<file path="src/hdl/ssq_pkg.sv">
// shared types and constants for the sorted sleep-timer queue
package ssq_pkg;

  localparam int TIME_W = 64;
  localparam int TID_W = 6;
  localparam int SLEEP_W = 32;
  localparam int STEP_W = 10;

  localparam logic [STEP_W-1:0] TICK_STEP_RESET = 10'd10;

  // input operations carried on s_tuser
  localparam logic OP_TICK  = 1'b0;
  localparam logic OP_SLEEP = 1'b1;

  // result kinds carried on m_tuser
  localparam logic EV_WOKEN    = 1'b0;
  localparam logic EV_REJECTED = 1'b1;

  // one queue entry as held in the entry memory
  typedef struct packed {
    logic [TIME_W-1:0] wake;
    logic [TID_W-1:0]  tid;
  } entry_t;

  // shared add and compare unit
  typedef struct packed {
    logic [TIME_W-1:0] a;
    logic [TIME_W-1:0] b;
  } alu_in_t;

  typedef struct packed {
    logic [TIME_W-1:0] sum;
    logic              lt;
  } alu_out_t;

  typedef enum logic [2:0] {
    S_IDLE,
    S_SLEEP_ADD,
    S_INS_CMP,
    S_INS_PUT,
    S_REJECT,
    S_TICK_ADD,
    S_TICK_CMP,
    S_TICK_FLUSH
  } state_t;

endpackage

</file>
<file path="src/hdl/ssq_ram.sv">
// generic simple dual-port memory with registered read
module ssq_ram #(
  parameter int WIDTH = 8,
  parameter int DEPTH = 16
) (
  input  logic                     clk,
  input  logic                     we,
  input  logic [$clog2(DEPTH)-1:0] waddr,
  input  logic [WIDTH-1:0]         wdata,
  input  logic [$clog2(DEPTH)-1:0] raddr,
  output logic [WIDTH-1:0]         rdata
);

  logic [WIDTH-1:0] mem [DEPTH];

  // write port
  always_ff @(posedge clk) begin
    if (we) begin
      mem[waddr] <= wdata;
    end
  end

  // registered read port
  always_ff @(posedge clk) begin
    rdata <= mem[raddr];
  end

endmodule

</file>
<file path="src/hdl/ssq_alu.sv">
// shared 64-bit adder and unsigned less-than compare
module ssq_alu import ssq_pkg::*; (
  input  alu_in_t  op_in,
  output alu_out_t res
);

  // wrap-around sum and unsigned compare of the same operands
  always_comb begin
    res.sum = op_in.a + op_in.b;
    res.lt  = (op_in.a < op_in.b);
  end

endmodule

</file>
<file path="src/hdl/sorted_sleep_timer_queue_unit.sv">
// top level: sorted sleep-timer queue with its sequencer
// A sleep word (s_tuser = 1) adds now + sleep_ms as a wake time into a queue kept in ascending
// order, ahead of equal times; a zero duration gives no result, and a full queue gives one
// rejected word (m_tuser = 1, m_tlast = 1). A tick word (s_tuser = 0) adds the configured step
// to the millisecond clock and wakes every entry due at the new time, one word each, the final
// one with m_tlast set. Entries sit in one memory used as a ring, one read and one write a cycle,
// and a single 64-bit add/compare unit is stepped over them. s_tready is high only in idle. A
// sleep first forms the wake time, then walks from the tail, comparing each entry with a later
// or equal wake time and moving it up one place, until an earlier entry stops the walk or the
// head entry has been moved, and then writes the new entry; a zero duration returns to idle
// after the add, and a rejected sleep waits while the output is held. A tick advances the clock
// and, on a non-empty queue, checks entries from the head, waking each due one, then drops the
// woken entries; it waits while the output is held. The memory needs no clearing after reset;
// the step register can be written whenever the block is idle.
module sorted_sleep_timer_queue_unit import ssq_pkg::*; #(
  parameter int QUEUE_DEPTH = 16
) (
  input  logic              clk,
  input  logic              rst,
  // tick step register
  input  logic              step_wr_en,
  input  logic [STEP_W-1:0] step_wr_data,
  // input stream
  input  logic              s_tvalid,
  output logic              s_tready,
  input  logic [39:0]       s_tdata,   // [5:0] task_id, [37:6] sleep_ms, [39:38] zero
  input  logic              s_tuser,   // operation
  // result stream
  output logic              m_tvalid,
  input  logic              m_tready,
  output logic [7:0]        m_tdata,   // [5:0] task_id_out, [7:6] zero
  output logic              m_tuser,   // event_res
  output logic              m_tlast    // last
);

  localparam int AW = (QUEUE_DEPTH > 1) ? $clog2(QUEUE_DEPTH) : 1;
  localparam int CW = $clog2(QUEUE_DEPTH + 1);
  localparam logic [CW-1:0] OCC_FULL = CW'(QUEUE_DEPTH);
  localparam logic [CW:0]   DEPTH_X = (CW+1)'(QUEUE_DEPTH);

  state_t state, state_next;

  logic [STEP_W-1:0]  step;
  logic [TIME_W-1:0]  now_ms, now_ms_next;
  logic [CW-1:0]      occ, occ_next;
  logic [AW-1:0]      head, head_next;
  logic [CW-1:0]      idx, idx_next;
  logic [CW-1:0]      idx_inc;
  logic [TIME_W-1:0]  key, key_next;
  logic [TID_W-1:0]   in_tid;
  logic [SLEEP_W-1:0] in_ms;
  logic               pend_valid, pend_valid_next;
  logic [TID_W-1:0]   pend_tid, pend_tid_next;

  logic               out_load, out_free;
  logic [TID_W-1:0]   out_tid_next;
  logic               out_rej_next, out_last_next;
  logic [TID_W-1:0]   out_tid;

  logic               ram_we;
  logic [AW-1:0]      ram_waddr, ram_raddr;
  entry_t             ram_wdata, ram_rdata;

  alu_in_t            alu_in;
  alu_out_t           alu_res;

  // logical queue position to memory address
  function automatic logic [AW-1:0] phys(input logic [AW-1:0] hd, input logic [CW-1:0] k);
    logic [CW:0] s;
    s = (CW+1)'(hd) + {1'b0, k};
    if (s >= DEPTH_X) begin
      s = s - DEPTH_X;
    end
    return s[AW-1:0];
  endfunction

  ssq_ram #(
    .WIDTH($bits(entry_t)),
    .DEPTH(QUEUE_DEPTH)
  ) u_ram (
    .clk  (clk),
    .we   (ram_we),
    .waddr(ram_waddr),
    .wdata(ram_wdata),
    .raddr(ram_raddr),
    .rdata(ram_rdata)
  );

  ssq_alu u_alu (
    .op_in(alu_in),
    .res  (alu_res)
  );

  assign s_tready = (state == S_IDLE);
  assign out_free = !m_tvalid || m_tready;
  assign idx_inc  = idx + 1'b1;
  assign m_tdata  = {2'b00, out_tid};

  // sequencer: next state, memory and unit control
  always_comb begin
    state_next      = state;
    now_ms_next     = now_ms;
    occ_next        = occ;
    head_next       = head;
    idx_next        = idx;
    key_next        = key;
    pend_valid_next = pend_valid;
    pend_tid_next   = pend_tid;
    out_load        = 1'b0;
    out_tid_next    = pend_tid;
    out_rej_next    = EV_WOKEN;
    out_last_next   = 1'b0;
    ram_we          = 1'b0;
    ram_waddr       = phys(head, idx_inc);
    ram_wdata       = ram_rdata;
    ram_raddr       = phys(head, idx);
    alu_in.a        = now_ms;
    alu_in.b        = {{(TIME_W-SLEEP_W){1'b0}}, in_ms};

    case (state)
      S_IDLE: begin
        if (s_tvalid) begin
          state_next = (s_tuser == OP_SLEEP) ? S_SLEEP_ADD : S_TICK_ADD;
        end
      end

      // wake time, then start the walk from the tail
      S_SLEEP_ADD: begin
        key_next = alu_res.sum;
        if (in_ms == '0) begin
          state_next = S_IDLE;
        end else if (occ == OCC_FULL) begin
          state_next = S_REJECT;
        end else if (occ == '0) begin
          idx_next   = '0;
          state_next = S_INS_PUT;
        end else begin
          idx_next   = occ - 1'b1;
          ram_raddr  = phys(head, occ - 1'b1);
          state_next = S_INS_CMP;
        end
      end

      // move entries with wake >= key up one place
      S_INS_CMP: begin
        alu_in.a = ram_rdata.wake;
        alu_in.b = key;
        if (alu_res.lt) begin
          idx_next   = idx_inc;
          state_next = S_INS_PUT;
        end else begin
          ram_we = 1'b1;
          if (idx == '0) begin
            state_next = S_INS_PUT;
          end else begin
            idx_next  = idx - 1'b1;
            ram_raddr = phys(head, idx - 1'b1);
          end
        end
      end

      S_INS_PUT: begin
        ram_we         = 1'b1;
        ram_waddr      = phys(head, idx);
        ram_wdata.wake = key;
        ram_wdata.tid  = in_tid;
        occ_next       = occ + 1'b1;
        state_next     = S_IDLE;
      end

      S_REJECT: begin
        if (out_free) begin
          out_load      = 1'b1;
          out_tid_next  = in_tid;
          out_rej_next  = EV_REJECTED;
          out_last_next = 1'b1;
          state_next    = S_IDLE;
        end
      end

      // advance the clock and read the head
      S_TICK_ADD: begin
        alu_in.b        = {{(TIME_W-STEP_W){1'b0}}, step};
        now_ms_next     = alu_res.sum;
        idx_next        = '0;
        pend_valid_next = 1'b0;
        ram_raddr       = head;
        state_next      = (occ == '0) ? S_IDLE : S_TICK_CMP;
      end

      // one entry checked per cycle unless the output is held, the previous due one held back for its last flag
      S_TICK_CMP: begin
        alu_in.a = now_ms;
        alu_in.b = ram_rdata.wake;
        if (alu_res.lt) begin
          state_next = S_TICK_FLUSH;
        end else if (!pend_valid || out_free) begin
          out_load        = pend_valid;
          pend_valid_next = 1'b1;
          pend_tid_next   = ram_rdata.tid;
          idx_next        = idx_inc;
          if (idx_inc < occ) begin
            ram_raddr = phys(head, idx_inc);
          end else begin
            state_next = S_TICK_FLUSH;
          end
        end
      end

      // final woken word, then drop the woken entries
      S_TICK_FLUSH: begin
        if (!pend_valid || out_free) begin
          out_load        = pend_valid;
          out_last_next   = 1'b1;
          pend_valid_next = 1'b0;
          head_next       = phys(head, idx);
          occ_next        = occ - idx;
          state_next      = S_IDLE;
        end
      end

      default: begin
        state_next = S_IDLE;
      end
    endcase
  end

  // state register
  always_ff @(posedge clk) begin
    if (rst) begin
      state <= S_IDLE;
    end else begin
      state <= state_next;
    end
  end

  // control registers
  always_ff @(posedge clk) begin
    if (rst) begin
      now_ms     <= '0;
      occ        <= '0;
      head       <= '0;
      pend_valid <= 1'b0;
      step       <= TICK_STEP_RESET;
    end else begin
      now_ms     <= now_ms_next;
      occ        <= occ_next;
      head       <= head_next;
      pend_valid <= pend_valid_next;
      if (step_wr_en) begin
        step <= step_wr_data;
      end
    end
  end

  // working registers
  always_ff @(posedge clk) begin
    idx      <= idx_next;
    key      <= key_next;
    pend_tid <= pend_tid_next;
    if (s_tvalid && s_tready) begin
      in_tid <= s_tdata[5:0];
      in_ms  <= s_tdata[37:6];
    end
  end

  // output register
  always_ff @(posedge clk) begin
    if (rst) begin
      m_tvalid <= 1'b0;
    end else if (out_load) begin
      m_tvalid <= 1'b1;
    end else if (m_tready) begin
      m_tvalid <= 1'b0;
    end
  end

  always_ff @(posedge clk) begin
    if (out_load) begin
      out_tid <= out_tid_next;
      m_tuser <= out_rej_next;
      m_tlast <= out_last_next;
    end
  end

  // checks
  a_occ_bound: assert property (@(posedge clk) disable iff (rst) occ <= OCC_FULL)
    else $error("queue occupancy beyond depth");

  a_reject_last: assert property (@(posedge clk) disable iff (rst)
    (m_tvalid && m_tuser) |-> m_tlast)
    else $error("rejected word without last");

  a_no_pending_idle: assert property (@(posedge clk) disable iff (rst)
    (s_tvalid && s_tready) |-> !pend_valid)
    else $error("woken word left pending at accept");

  a_insert_grows: assert property (@(posedge clk) disable iff (rst)
    (state == S_INS_PUT) |=> (occ == $past(occ) + 1'b1))
    else $error("insert did not grow the queue");

endmodule
</file>
<file path="config.mk">
export PLATFORM = sky130hd
export DESIGN_NAME = sorted_sleep_timer_queue_unit
export DESIGN_NICKNAME = d
export VERILOG_FILES = /design/src/hdl/ssq_pkg.sv /design/src/hdl/ssq_ram.sv /design/src/hdl/ssq_alu.sv /design/src/hdl/sorted_sleep_timer_queue_unit.sv
export SDC_FILE = /design/constraint.sdc
export NUM_CORES = 2
export LEC_CHECK = 0
export BUFFER_PORTS_ARGS = -buffer_cell sky130_fd_sc_hd__buf_2
export CAP_MARGIN = 20
export CORE_ASPECT_RATIO = 1.1
export CORE_MARGIN = 2
export CORE_UTILIZATION = 57
export DETAILED_ROUTE_END_ITERATION = 7
export PLACE_DENSITY_LB_ADDON = 0.12
export SLEW_MARGIN = 20
export SYNTH_ARGS = -nofsm -noshare
export SYNTH_HDL_FRONTEND = slang
export SYNTH_HIERARCHICAL = 1
export SYNTH_SLANG_ARGS = --single-unit
</file>
<file path="constraint.sdc">
create_clock -name clk -period 9.09 [get_ports clk]
set_input_delay 0 -clock clk [delete_from_list [all_inputs] [get_ports clk]]
set_output_delay 0 -clock clk [all_outputs]
set_load 0.01 [all_outputs]
</file>
Yosys cells after proc, flatten, opt, wreduce, memory -nomap -nowiden. Memories as Yosys holds them, arrays and structs flattened. A register that Yosys moved wholly into a read port is not among the register bits. Cells that the tools add are included.

Register bits after elaboration: 209. Input port bits: 56. RAM bits: 1120. Output and inout bits: 12. Word-level logic and storage cells: 134. Memories kept: 1.

Memories: u_ram.mem (depth 16, width 70, rd ports 1, clocked after memory_dff 1, write ports 1, RTL line ssq_ram.sv:14) `logic [WIDTH-1:0] mem [DEPTH];`.

Add/sub/neg operators: 14. Order comparisons: 6. Reduce and logical (&&, ||, !) cells: 19. Bitwise logic cells: 1. Mux-type cells: 59. Eq/ne operators: 19.

Operator list (count): one-hot mux 64 bit (3 select lines) (1); 2-to-1 mux 70 bit (1); adder 64 bit (1); less-than comparator 64 bit (1); 2-to-1 mux 64 bit (1); 2-to-1 mux 4 bit (13); 2-to-1 mux 5 bit (8); 2-to-1 mux 3 bit (12); zero test 32 bit (1); adder 4 x 5 -> 6 bit (4); >= comparator 6 x 5 -> 1 bit (second input constant) (4); one-hot mux 3 bit (8 select lines) (1); one-hot mux 5 bit (4 select lines) (1); one-hot mux 4 bit (4 select lines) (1); subtractor 4 x 1 -> 4 bit (second input constant) (4); inequality test 2 bit (second input constant) (7); 2-to-1 mux 1 bit (13); equality test 3 bit (second input constant) (4); 2-to-1 mux 6 bit (2); inequality test 3 bit (second input constant) (4); AND reduction 6 bit (2); adder 5 x 1 -> 5 bit (second input constant) (2); zero test 5 bit (2); one-hot mux 5 bit (2 select lines) (1); other kinds (19) (27).

Logic depth before layout (Yosys ltp).
Word-level depth: 8. Gate-level depth with buffers: 32. Depth with buffers taken out: 24.

By module. The synthesis kept the hierarchy.

By module, submodules not included: ssq_ram (sequential area each 35033.6 µm², cells each 1800, area an instance 43322.8 µm², instances 1); sorted_sleep_timer_queue_unit (sequential area each 5395.2 µm², cells each 1068, area an instance 11056.9 µm², instances 1); ssq_alu (sequential area each 0.0 µm², cells each 818, area an instance 5630.4 µm², instances 1).

Worst setup path after synthesis. Ideal clock, no wire load.

Kind: flip-flop to flip-flop. Start point: reg state[2]. End point: mem u_ram/mem[0][0] (netlist bit) (enable). Path slack: -323 ps. Data arrival time: 8829 ps. Stages on the path, launching flop included: 20. Setup time: 584 ps. Cells stage by stage: dfxtp_1 buf_2 clkbuf_1 buf_1 mux2i_1 nor2_1 inv_1 ha_1 clkbuf_1 nand4_1 nor4_1 nand2_1 or4_1 a21oi_1 nor2_1 clkbuf_1 nand2b_1 and3b_1 or3b_1 nor3_1.

RTL lines: start: declaration (RTL line sorted_sleep_timer_queue_unit.sv:41) `state_t state, state_next;`; start signal: assignment (RTL line sorted_sleep_timer_queue_unit.sv:233) `state <= state_next;`; end: declaration (RTL line ssq_ram.sv:14).

==> flow_summary.yaml <==
logic_synthesis:
  postSynthAreaPerCell_um2: 16.28
  synth_edf_count: 1241
  syn_area_um2: 60010
  ys_async_sr_fraction_pct: 0
  synth_ff_type: "edfxtp_1"
  syn-instance-count: 3686
  seq_area_frac_synth_pct: 67.37
  yosysWarnings: 6
  ys_types: 90
  ys_ff_latch: 1399
sta:
  maxSlewViolCount: 0
  finalHoldViolCount: 0
  final.min_clock_period_ps: 8004
  slew_headroom_pct: 24.88
  setup_tns_ps: 0
  setup_viol: 0
  rsz0062_at_grt: "false"
  max_freq_mhz: 124.9
  fin_crit_sh_pct: 88.06
  worst_hold_slack_ps: 65.03
  clock_skew_ps: 32.82
  tightest_slew_ps: 1127
finish:
  synthToLayoutAreaGrowth_pct: 13.10
  fillCellCount: 7189
  nets: 4099
  drive_above_1_share_pct: 20.80
setup_path:
  cp-start-kind: "flip-flop"
  max_stage_delay_ps: 930
  cp.required_ps: 9720
  crit_family: "compound AO/OA/AOI/OAI gates"
  setup.worst_path.end_class: "flip-flop"
  crit_slowest_cell: "nand2b_1"
  cp.arrival_ps: 8630
  crit_buf_inv: 4
  cp-startpoint: "state[1]"
  rr_startpoint: "state[1]"
  worstSetupPathType: "reg -> reg"
  cp_max_fo: 21
global_routing:
  grt_max_degree: 93
  antenna_found_initial: 1
  grt_pass1_vias: 34817
  track_usage_pct: 29.11
  grt_remaining_overflow: 0
  grt_pass1_wl_um: 229200
route:
  detail_route.iter0.violations: 4020
  remaining_drc_errors: 0
  vias_per_cell: 6.380
  first_pass_iters: 6
  ant_nets: 0
  drt_wl_total_um: 155400
  wire_per_inst_um: 28.85
  num_vias: 34367
clock_tree:
  clkTransAtPathRegs_ps: 60
  cts-resized-gates: 0
  clockRootBuffer: "clkbuf_16"
  cts.sinks: 1399
  cts_made_buffers: 139
  clkLatencyLatePin_ps: 760
  clockBufferDepth: 3
  htree_num_levels: 4
  cts_tree: "done"
die:
  chipHeight_um: 344.3
  dieWidth_um: 313.4
  start_util_pct: 57.64
  core_area_um2: 104100
  ioPinCount: 68
  rows: 124
  die_area_um2: 107900
run_status:
  status: "complete, no violations"
pwr:
  powerDensity_nw_per_um2: 370.0
  ir_drop_v: 0.0003065
  leakage_nw: 23.06
worst_hold_path:
  worstHoldStart: "s_tdata[29]"
  min_path_type: "in -> reg"
run:
  drv_cap: 0
placement:
  hpwl_um: 89240
  gp_congestion: 0.8848
  portBuffers: 63
-- per-stage QoR --
stage	instance area [um^2]	total power [mW]	setup slack (ps)	utilization, %	cells
floorplan	60030	16.46	1572	-	3687
global placement	62330	19.28	1322	59.87	5024
detailed placement	62330	19.53	1209	59.87	5024
CTS	67860	25.19	1158	65.18	5386
global route	67870	26.28	836.0	65.19	5386
finish	67870	25.11	1086	65.19	5387
-- registers in the layout, indices dropped and copies added (netlist names), 3 cells and up --
register / flops
u_ram/mem: 1120
u_ram/rdata: 70
key: 64
now_ms: 64
in_ms: 32
step: 10
in_tid: 6
out_tid: 6
pend_tid: 6
idx: 5
occ: 5
head: 4
state: 3
-- worst paths after layout --
path,end,slack (ps),cells after the start
max,u_ram/rdata[58],1090,25
min,in_ms[23],70,2
min reg2reg,pend_tid[0],440,0
max reg2reg,u_ram/rdata[58],1090,25
-- cell usage after synthesis (14+ instances only) --
library cell,count,area (um^2)
nand4_1,24,150.1
inv_1,137,514.2
o22ai_1,30,187.7
a21o_1,22,165.2
nand2_1,268,1006
mux4_2,280,6306
o21bai_1,26,195.2
o21ai_0,78,390.4
o31ai_1,21,157.7
a22oi_1,151,1134
buf_2,50,250.2
nor4_1,33,206.5
edfxtp_1,1241,37270
nor2_1,158,593.1
a21oi_1,204,1021
nor2b_1,32,200.2
clkbuf_1,106,397.9
buf_6,21,236.5
nand2b_1,14,87.58
xor2_1,15,131.4
dfxtp_1,158,3163
nor3_1,18,90.09
mux2i_1,44,440.4
xnor2_1,66,578.1
mux2_2,134,1509
nand3_1,16,80.08
buf_1,14,52.55
ha_1,150,1877
-- kinds of logic after synthesis --
kind of cell	synth area share, %
compound gates	7.045
xor+xnor	1.220
fa+ha+maj	3.328
buf+inv	2.519
flops	67.37
mux	13.76
other cells	0.006249
simple gates	4.756
-- cells in the final DEF, fill, tap and decap left out, types with 14 or more instances in the layout --
| cell type | synthesis | routed |
|---|---|---|
| a21o_1 | 22 | 22 |
| a21oi_1 | 204 | 204 |
| a22oi_1 | 151 | 151 |
| buf_12 | 0 | 31 |
| buf_2 | 50 | 62 |
| buf_4 | 8 | 57 |
| clkbuf_1 | 106 | 38 |
| clkbuf_16 | 0 | 142 |
| clkinv_1 | 0 | 19 |
| clkinv_2 | 0 | 21 |
| dfxtp_1 | 158 | 157 |
| dlygate4sd3_1 | 0 | 108 |
| edfxtp_1 | 1241 | 1241 |
| ha_1 | 150 | 150 |
| inv_1 | 137 | 137 |
| mux2_2 | 134 | 134 |
| mux2i_1 | 44 | 43 |
| mux4_2 | 280 | 280 |
| nand2_1 | 268 | 267 |
| nand3_1 | 16 | 16 |
| nand4_1 | 24 | 24 |
| nor2_1 | 158 | 144 |
| nor2_4 | 0 | 14 |
| nor2b_1 | 32 | 29 |
| nor3_1 | 18 | 14 |
| nor4_1 | 33 | 33 |
| o21ai_0 | 78 | 78 |
| o21bai_1 | 26 | 26 |
| o22ai_1 | 30 | 30 |
| o31ai_1 | 21 | 21 |
| xnor2_1 | 66 | 65 |
| xor2_1 | 15 | 15 |
-- layout make-up --
| type | count | area (um^2) | area share (%) |
|---|---|---|---|
| repair buffers | 258 | 2440 | 3.595 |
| clock inverters | 68 | 669.4 | 0.9863 |
| well taps | 1386 | 1734 | 2.555 |
| multi-input cells | 1952 | 18300 | 26.96 |
| inverters | 137 | 514.2 | 0.7577 |
| clock buffers | 186 | 3779 | 5.567 |
| flip-flops and latches | 1399 | 40430 | 59.57 |
| diodes | 1 | 2.502 | 0.003687 |
-- power breakdown --
| part | total [mW] | leakage, nW | internal (mW) | switching [mW] |
|---|---|---|---|---|
| clock | 5.59 | 2.16 | 3.18 | 2.42 |
| combinational | 10.3 | 8.34 | 4.16 | 6.12 |
| sequential | 9.23 | 12.6 | 8.71 | 0.526 |
-- layer usage --
metal	global-route usage (%)	vias up	share of wire [%]
met5	0	-	0
met4	8.363	0	2.3
met3	3.890	234	7.3
met2	47.84	1460	49
met1	41.35	17807	42
li1	-	14866	-
-- what timing repair did --
action | in CTS | in global routing
setup buffers | 0 | 0
hold buffers | 108 | 0
hold endpoints to repair | 74 | 0
(Power assumes the default switching activity.)
